### src/hw/rtl/assert_macros.svh
// Assertion macros used by fraction_reduce_and_min.
// No dependencies.
`ifndef ASSERT_MACROS_SVH
`define ASSERT_MACROS_SVH
// implication check, disabled while in reset
`define ASSERT_IMP(lbl, ante, cons) \
	lbl: assert property (@(posedge clk) disable iff (!arst_n) (ante) |-> (cons)) \
	else $error("assertion failed");
// next-cycle implication check, disabled while in reset
`define ASSERT_NXT(lbl, ante, cons) \
	lbl: assert property (@(posedge clk) disable iff (!arst_n) (ante) |=> (cons)) \
	else $error("assertion failed");
`endif

### src/hw/rtl/frm_pkg.sv
// Package for fraction_reduce_and_min: widths and sequencer states.
// No dependencies.
package frm_pkg;
	localparam int VW = 32;
	localparam int DW = VW - 1;
	localparam int CW = $clog2(DW + 1);
	localparam int SW = 2 * VW;
	localparam int MW = ((2 * VW + 2 * DW + 7) / 8) * 8;
	typedef enum logic [3:0] {
		ST_IDLE, ST_GCD_INIT, ST_GCD_DIV, ST_GCD_NEXT,
		ST_DIVN_INIT, ST_DIVN, ST_DIVD_INIT, ST_DIVD,
		ST_MUL1, ST_MUL2, ST_CMP, ST_OUT
	} state_t;
endpackage

### src/hw/rtl/fraction_reduce_and_min.sv
// Channel | dir | tdata fields (low bit first)                      | tuser | tlast
// s_axis  | in  | numerator[31:0], denominator[63:32]               | -     | last_in_list
// m_axis  | out | reduced_num[31:0], reduced_den[62:32],            | zero_den_error | list_done
//         |     | min_num[94:63], min_den[125:95], pad to 128        |       |
// A result passes through the Euclid steps (ST_GCD_INIT, ST_GCD_DIV, ST_GCD_NEXT), the
// two reducing divisions, ST_MUL1, ST_MUL2 and ST_CMP before ST_OUT registers it; a
// zero denominator goes from ST_GCD_INIT straight to ST_OUT.
// One shared restoring divider (one quotient bit per cycle) runs every Euclid
// step and both reducing divisions; one shared 31x31 multiplier forms the cross products.
// Reset clears the sequencer and the running minimum. s_axis_tready is high only
// in idle; a result waits in ST_OUT while the previous one is still held.
// Top level; uses frm_pkg and assert_macros.svh.
`include "assert_macros.svh"
module fraction_reduce_and_min (
	input  logic                    clk,
	input  logic                    arst_n,
	input  logic                    s_axis_tvalid,
	output logic                    s_axis_tready,
	input  logic [frm_pkg::SW-1:0]  s_axis_tdata,  // numerator, denominator
	input  logic                    s_axis_tlast,  // last_in_list
	output logic                    m_axis_tvalid,
	input  logic                    m_axis_tready,
	output logic [frm_pkg::MW-1:0]  m_axis_tdata,  // reduced_num, reduced_den, min_num, min_den
	output logic                    m_axis_tuser,  // zero_den_error
	output logic                    m_axis_tlast   // list_done
);
	import frm_pkg::*;

	state_t st_q, st_d;
	logic [DW-1:0] nmag_q, dmag_q, a_q, b_q, rem_q, dvd_q, dvs_q;
	logic [CW-1:0] cnt_q;
	logic nneg_q, dneg_q, last_q, err_q;
	logic [VW-1:0] best_num_q;
	logic [DW-1:0] best_den_q;
	logic best_neg_q, have_q;
	logic [2*DW-1:0] p1_q, p2_q;
	logic [MW-1:0] odata_q;
	logic ouser_q, olast_q, ovalid_q;

	logic [VW-1:0] in_n, in_d;
	logic [DW-1:0] in_nm, in_dm, rnm, rdn;
	logic rneg, less, out_fire;
	logic [DW:0] trial;
	logic [VW-1:0] rnum;
	logic [DW-1:0] mul_a, mul_b;
	logic [2*DW-1:0] prod;

	function automatic logic [DW-1:0] sat_mag(input logic [VW-1:0] v);
		logic [VW-1:0] m;
		m = v[VW-1] ? (~v + 1'b1) : v;
		sat_mag = m[VW-1] ? {DW{1'b1}} : m[DW-1:0];
	endfunction

	assign in_n = s_axis_tdata[VW-1:0];
	assign in_d = s_axis_tdata[2*VW-1:VW];
	assign in_nm = sat_mag(in_n);
	assign in_dm = sat_mag(in_d);
	assign trial = {rem_q, dvd_q[DW-1]} - {1'b0, dvs_q};
	assign rnm = nmag_q;
	assign rdn = dmag_q;
	assign rneg = (rnm != '0) && (nneg_q != dneg_q);
	assign rnum = rneg ? (~{1'b0, rnm} + 1'b1) : {1'b0, rnm};
	// p1 = new*best_den, p2 = best*new_den
	assign mul_a = (st_q == ST_MUL1) ? nmag_q : sat_mag(best_num_q);
	assign mul_b = (st_q == ST_MUL1) ? best_den_q : dmag_q;
	assign prod = (2*DW)'(mul_a) * (2*DW)'(mul_b);
	always_comb begin
		if (rneg != best_neg_q) less = rneg;
		else if (!rneg) less = p1_q < p2_q;
		else less = p2_q < p1_q;
	end

	assign out_fire = (st_q == ST_OUT) && (!ovalid_q || m_axis_tready);
	assign s_axis_tready = (st_q == ST_IDLE);
	assign m_axis_tvalid = ovalid_q;
	assign m_axis_tdata = odata_q;
	assign m_axis_tuser = ouser_q;
	assign m_axis_tlast = olast_q;

	always_comb begin
		st_d = st_q;
		case (st_q)
			ST_IDLE: if (s_axis_tvalid) st_d = ST_GCD_INIT;
			ST_GCD_INIT: st_d = err_q ? ST_OUT : (b_q == '0 ? ST_DIVN_INIT : ST_GCD_DIV);
			ST_GCD_DIV: if (cnt_q == CW'(1)) st_d = ST_GCD_NEXT;
			ST_GCD_NEXT: st_d = (rem_q == '0) ? ST_DIVN_INIT : ST_GCD_DIV;
			ST_DIVN_INIT: st_d = ST_DIVN;
			ST_DIVN: if (cnt_q == CW'(1)) st_d = ST_DIVD_INIT;
			ST_DIVD_INIT: st_d = ST_DIVD;
			ST_DIVD: if (cnt_q == CW'(1)) st_d = ST_MUL1;
			ST_MUL1: st_d = ST_MUL2;
			ST_MUL2: st_d = ST_CMP;
			ST_CMP: st_d = ST_OUT;
			ST_OUT: if (!ovalid_q || m_axis_tready) st_d = ST_IDLE;
			default: st_d = ST_IDLE;
		endcase
	end

	always_ff @(posedge clk or negedge arst_n) begin
		if (!arst_n) st_q <= ST_IDLE;
		else st_q <= st_d;
	end

	// datapath; shared restoring divider dvd / dvs: quotient in dvd_q, remainder in rem_q
	always_ff @(posedge clk) begin
		case (st_q)
			ST_IDLE: if (s_axis_tvalid) begin
				nmag_q <= in_nm;
				dmag_q <= in_dm;
				nneg_q <= in_n[VW-1];
				dneg_q <= in_d[VW-1];
				last_q <= s_axis_tlast;
				err_q <= (in_dm == '0);
				a_q <= in_nm;
				b_q <= in_dm;
			end
			ST_GCD_INIT: begin
				// a mod b: divide a by b
				dvd_q <= a_q;
				dvs_q <= b_q;
				rem_q <= '0;
				cnt_q <= CW'(DW);
				if (b_q == '0) a_q <= a_q;
			end
			ST_GCD_DIV, ST_DIVN, ST_DIVD: begin
				rem_q <= trial[DW] ? {rem_q[DW-2:0], dvd_q[DW-1]} : trial[DW-1:0];
				dvd_q <= {dvd_q[DW-2:0], ~trial[DW]};
				cnt_q <= cnt_q - 1'b1;
				if (st_q == ST_DIVN && cnt_q == CW'(1))
					nmag_q <= {dvd_q[DW-2:0], ~trial[DW]};
				if (st_q == ST_DIVD && cnt_q == CW'(1))
					dmag_q <= {dvd_q[DW-2:0], ~trial[DW]};
			end
			ST_GCD_NEXT: begin
				a_q <= b_q;
				b_q <= rem_q;
				dvd_q <= b_q;
				dvs_q <= rem_q;
				rem_q <= '0;
				cnt_q <= CW'(DW);
			end
			ST_DIVN_INIT: begin
				dvd_q <= nmag_q;
				dvs_q <= (b_q == '0) ? a_q : b_q;
				rem_q <= '0;
				cnt_q <= CW'(DW);
			end
			ST_DIVD_INIT: begin
				dvd_q <= dmag_q;
				rem_q <= '0;
				cnt_q <= CW'(DW);
			end
			ST_MUL1: p1_q <= prod;
			ST_MUL2: p2_q <= prod;
			default: ;
		endcase
	end

	always_ff @(posedge clk or negedge arst_n) begin
		if (!arst_n) begin
			have_q <= 1'b0;
			best_num_q <= '0;
			best_den_q <= '0;
			best_neg_q <= 1'b0;
			ovalid_q <= 1'b0;
		end else begin
			if (out_fire) ovalid_q <= 1'b1;
			else if (m_axis_tready) ovalid_q <= 1'b0;
			if (st_q == ST_CMP && (!have_q || less)) begin
				have_q <= 1'b1;
				best_num_q <= rnum;
				best_den_q <= rdn;
				best_neg_q <= rneg;
			end
			if (out_fire && last_q) begin
				have_q <= 1'b0;
				best_num_q <= '0;
				best_den_q <= '0;
				best_neg_q <= 1'b0;
			end
		end
	end

	always_ff @(posedge clk) begin
		if (out_fire) begin
			odata_q <= MW'({have_q ? best_den_q : DW'(0), have_q ? best_num_q : VW'(0),
				err_q ? DW'(0) : rdn, err_q ? VW'(0) : rnum});
			ouser_q <= err_q;
			olast_q <= last_q;
		end
	end

	`ASSERT_IMP(a_busy_not_ready, st_q != ST_IDLE, !s_axis_tready)
	`ASSERT_NXT(a_accept_starts, s_axis_tvalid && s_axis_tready, st_q == ST_GCD_INIT)
	`ASSERT_IMP(a_err_den_zero, m_axis_tvalid && m_axis_tuser, m_axis_tdata[VW+DW-1:VW] == '0)
endmodule
### config.mk
export PLATFORM = sky130hd
export DESIGN_NAME = fraction_reduce_and_min
export DESIGN_NICKNAME = d
export VERILOG_FILES = /design/src/hw/rtl/frm_pkg.sv /design/src/hw/rtl/fraction_reduce_and_min.sv
export VERILOG_INCLUDE_DIRS = /design/src /design/src/hw/rtl
export SDC_FILE = /design/constraint.sdc
export NUM_CORES = 2
export LEC_CHECK = 0
export BUFFER_PORTS_ARGS = -buffer_cell sky130_fd_sc_hd__buf_2
export CAP_MARGIN = 0
export CORE_MARGIN = 2
export CORE_UTILIZATION = 65
export CTS_CLUSTER_SIZE = 28
export DETAILED_ROUTE_END_ITERATION = 6
export PLACE_DENSITY = 0.83
export SETUP_SLACK_MARGIN = 0.5
export SLEW_MARGIN = 20
export SYNTH_ARGS = -nofsm -noshare
export SYNTH_HDL_FRONTEND = slang
export SYNTH_SLANG_ARGS = --single-unit
### constraint.sdc
create_clock -name clk -period 11.6 [get_ports clk]
set_input_delay 2.32 -clock clk [delete_from_list [all_inputs] [get_ports clk]]
set_output_delay 2.32 -clock clk [all_outputs]
set_load 0.02 [all_outputs]
* After elaboration in Yosys (flattened, before gate mapping) *
Cells that the tools add are included.

storage, ports and cells
  logic and storage cells = 132
  output and inout bits = 132
  register bits after elaboration = 548

cells by class
  bitwise operators = 5
  $mul = 1
  reductions and logical operators = 29
  $add $sub $neg = 6
  equal/unequal tests = 21
  mux-type cells = 44
  magnitude comparators = 2

operators with widths
  operator                                                               count
  31-bit two-way mux                                                     13
  31-bit one-hot mux with 2 select lines                                 5
  32-bit two-way mux                                                     6
  31-bit one-hot mux with 5 select lines                                 1
  32-bit by 1-bit adder with 32-bit output, second input constant        4
  62-bit < comparator                                                    2
  32-bit NOT                                                             3
  31-bit logical NOT                                                     3
  31-bit one-hot mux with 3 select lines                                 1
  31-bit by 31-bit multiplier with 62-bit output                         1
  4-bit one-hot mux with 12 select lines                                 1
  31-bit NOT with 32-bit output                                          1
  32-bit by 31-bit subtractor with 32-bit output                         1
  31-bit nonzero test                                                    1
  4-bit two-way mux                                                      6
  4-bit by 3-bit equality test with 1-bit output, second input constant  4
  4-bit equality test, second input constant                             4
  2-bit inequality test, second input constant                           6
  5-bit one-hot mux with 2 select lines                                  1
  2-bit nonzero test                                                     5
  4-bit by 2-bit equality test with 1-bit output, second input constant  2
  1-bit two-way mux                                                      8
  1-bit logical AND                                                      6
  3-bit two-way mux                                                      2
  16 further kinds                                                       21

* Longest topological paths before layout *
  word-level depth = 8
  depth in mapped cells = 40

* Worst setup path after synthesis *
OpenSTA, ideal clock, no wires.

  path kind = register to register
  start = reg st_q[3]
  end = reg p1_q[54] (data pin)
  period minus slack after synthesis = 10.707 ns
  path slack = 0.893 ns
  arrival time = 10.439 ns
  cell stages (with the launch flop) = 37
  cells stage by stage = dfrtp_1 clkbuf_1 nor2b_1 nand2_1 inv_1 clkbuf_1 clkbuf_1 clkbuf_1 a21o_1 nand2_1 fa_1 fa_1 inv_1 fa_1 inv_1 fa_1 inv_1 fa_1 inv_1 fa_1 inv_1 fa_1 inv_1 fa_1 inv_1 ha_1 buf_2 nand4_1 a2111oi_0 o31ai_1 a2111oi_0 o21ai_0 o311ai_1 a21boi_0 o2111ai_1 nand2_1 xnor2_1

between the ends
  word-level cells in the longest chain between the ends = 3
  elaborated cells on any way between the ends = 4
  those cells by class = mul: 1; eq/ne: 1; mux: 2

RTL lines
  item                                              line                                                          text
  start, declared                                   fraction_reduce_and_min.sv:29                                 state_t st_q, st_d;
  start signal, assigned                            fraction_reduce_and_min.sv:101                                else st_q <= st_d;
  4-bit equality test *                             fraction_reduce_and_min.sv:64, fraction_reduce_and_min.sv:65
  31-bit two-way mux (on tied branches)             fraction_reduce_and_min.sv:64, fraction_reduce_and_min.sv:65
  31-bit by 31-bit multiplier with 62-bit output *  fraction_reduce_and_min.sv:66                                 assign prod = (2*DW)'(mul_a) * (2*DW)'(mul_b);
  via prod[54]                                      fraction_reduce_and_min.sv:46                                 logic [2*DW-1:0] prod;
  end signal, assigned                              fraction_reduce_and_min.sv:153                                ST_MUL1: p1_q <= prod;
  end, declared                                     fraction_reduce_and_min.sv:36                                 logic [2*DW-1:0] p1_q, p2_q;

The timed path passes the listed nets; every way through them passes the cells marked *.
A chain may end at the register's enable or synchronous reset.

* Worst setup path in the final report *
  start = reg st_q[2]
  end = reg p1_q[56] (data pin)

The elaborated chain is that of the path after synthesis.

==> results.md <==
- Max-slew headroom: 0.195
- Async SR Flop Fraction: 0.128
- DR vias/cell: 6.42
- Final GP Congestion: 1.07
- Syn Inst Count: 6076
- CP dominant cell by count: fa_1
- Avg Inst Size Synth: 9.66 µm²
- Placed insts: 7296
- Status: finished with violations
- Area contributors post-synth: fa_1 29%, edfxtp_1 24%, ha_1 7.5%
- Largest net degree at the start of global routing: 75
- I/O Pins: 201
- PnR worst setup slack: 0.827 ns
- Crit path kind: reg2reg
- Clock Skews: 0.103 ns
- Worst setup path startpoint: st_q[2]
- Final core utilization: 0.705
- Netlist cell types: 93
- Initial antenna violation count: 12
- CP max FO: 24
- Worst-Margin Slew: 1.21 ns
- Synthesis-stage register bit count: 548
- Hpwl dp: 163000 µm
- Predominant post-synthesis flop cell: edfxtp_1
- Netlist Area Pre-Place: 0.0587 mm²
- Peak Freq: 92.8 MHz
- Routed vias: 47500
- FF-to-FF Start: st_q[2]
- Buf/Inv on CP: 5
- Die height: 305 µm
- Failing checks: design-rule violations
- Clk sinks: 548
- Commonest non-fill, non-tap cell in the layout: inv_1
- DRT antenna net count: 0
- Die area: 0.0927 mm²
- Port Buf Inserts: 198
- Iteration-0 DRC Markers: 6342
- First-pass GRT wire length: 306000 µm
- Dpl ws: 0.575 ns
- Crit path max-delay family: adder cells
- Most frequent cells in the layout: 925 x inv_1, 854 x nor2_1, 837 x fa_1, 735 x nand2_1, 478 x edfxtp_1
- Worst hold path type: reg2reg
- Setup Buffers After CTS: 0
- Synth area leader: fa_1
- Number of nets in the layout: 7438
- All-Layer GR Usage: 0.450
- WP data arrival: 11.16 ns
- Slew Limit Fails: 0
- RSZ-0062 raised after global routing: no
- Seq/Total Area, Yosys: 0.274
- Number of global-route vias before repair: 48100
- Tcrit/Tclk final: 0.929
- # Max-Cap Violations: 0
- Setup-failing EPs final: 0
- Remaining DRCs: 19
- Inserted Clock Buffers: 55
- Clk Latency, worst-skew pair: 0.71 ns
- Initial Utilization: 0.654
- WP data required: 11.99 ns
- EDFF count, synth: 478
- Final Hold Viols: 0
- Congestion Overflow GR: 0
- YS warnings: 0
- Worst Min Path Start: last_q
- Tmin final: 10.77 ns
- Share of cells above drive strength 1: 0.0964
- Core Rows: 110
- Non-filler cells in the finished layout: 7400
- Chip Width: 305 µm
- Final TNS setup: 0 ns
- First drt pass iteration count: 7
- Clock Tree Buf Depth: 3
- CP peak stage delay: 0.62 ns
- Fill count: 6707
- Nature of the critical path endpoint: register
- Core Footprint: 0.0897 mm²
- Max H-tree Level: 2
- Wire per inst: 28.0 µm
- Setup crit start kind: register
- Final wirelength: 207000 µm
- CP max-delay cell: or4_1
- Root Driver: clkbuf_16
- Clock transition at the registers of the reported paths: 0.07 ns
- Post-synth top area share: 0.286
- CTS tree: yes
- Area growth, synth to finish: 7.71%
-- per-layer routing --
layer  part of all wire  vias to the layer above  global-route usage  wire length [µm]
met4              0.071                       18               0.257             14700
met2               0.42                     3537               0.644             85900
li1                   -                    19700                   -                 -
met5             0.0012                        -                   0               238
met3               0.16                      787               0.186             32400
met1               0.36                    23400               0.581             73600
-- cells by family (layout without fill, tap and decap cells) --
family / count (synthesis) / after routing / share of synthesized area
DFF: 548 / 548 / 0.274
xor gates and xnor gates: 198 / 198 / 0.0295
adders and majority gates: 1192 / 1192 / 0.361
AOI/OAI and AO/OA: 789 / 789 / 0.0885
other: 1 / 5 / 0.0000639
buffers and inverters: 1258 / 1402 / 0.0846
muxes: 99 / 99 / 0.0169
and+or+nand+nor: 1991 / 1991 / 0.145
-- metrics by stage --
stage / instance area (µm²) / hold WS (ns)
final: 63200 / 0.544
after global routing: 63200 / 0.555
after CTS: 63100 / 0.515
after detailed placement: 61300 / 0.504
after global placement: 61200 / 0.496
after floorplan: 58700 / 0.426
-- cell usage after synthesis, types with 6 or more instances --
cell and n:
buf_2 61, nor2_1 859, edfxtp_1 478, fa_1 838
ha_1 354, o21ai_2 20, xor2_1 102, a21o_1 101
clkbuf_1 221, mux2i_1 97, nand2_1 737, nand2b_1 27
o21ai_1 11, and2_1 75, xnor2_1 96, nor3_1 29
buf_4 27, o41ai_1 14, o21a_2 6, o21ai_0 101
nor4_1 30, or3_1 16, o31a_1 6, nand3_1 56
nor2b_1 17, and3_1 13, a21oi_1 248, buf_6 8
o211ai_1 8, nand2_2 15, inv_1 926, o21bai_1 8
or2_2 14, o31ai_1 38, a21boi_0 7, a31oi_1 31
nand4_1 51, buf_1 12, a22oi_1 88, dfrtp_1 70
o21a_1 36, or4_1 18
-- state kept, by name, indices dropped and copies added, names as in the netlist, 5 cells and up --
| name | cells |
|---|---|
| cnt_q | 5 |
| a_q | 31 |
| dvs_q | 31 |
| m_axis_tdata | 126 |
| dvd_q | 31 |
| best_den_q | 31 |
| nmag_q | 31 |
| best_num_q | 32 |
| p2_q | 62 |
| rem_q | 31 |
| dmag_q | 31 |
| b_q | 31 |
| p1_q | 62 |
-- worst register-to-register path: cells and delay by family (launching register included) --
kind / cells / cell delay [ns]
xor+xnor: 1 / 0.09
fa+ha+maj: 9 / 4.56
simple gates: 9 / 2.79
compound gates: 4 / 1.14
buf+inv: 5 / 1.29
flops: 1 / 0.61
-- repair_timing --
action                     4_1_cts  5_1_grt
hold buffers                     0        0
setup endpoints to repair        0       30
resized for setup                0       28
-- worst paths after layout --
path                                  to  slack [ns]  depth (start not counted)
max reg2reg                     p1_q[56]        0.83                         28
max                             p1_q[56]        0.83                         28
min reg2reg                 m_axis_tlast        0.54                          0
min in group asynchronous  best_den_q[3]        1.44                          1
min                         m_axis_tlast        0.54                          0
max in group asynchronous         have_q        8.84                          2
-- final cells by class --
class,instances,area (µm²),share of cell area
clock buffers,74,1490,0.0235
inverters,927,3480,0.0551
multi-input cells,4271,37900,0.600
diodes,3,7.51,0.000119
clock inverters,27,355,0.00562
well taps,1176,1470,0.0233
flip-flops and latches,548,16100,0.255
repair buffers,374,2370,0.0375
Power is not shown: default switching activity piles up to over one toggle a cycle in this logic, so the estimate is an artifact.
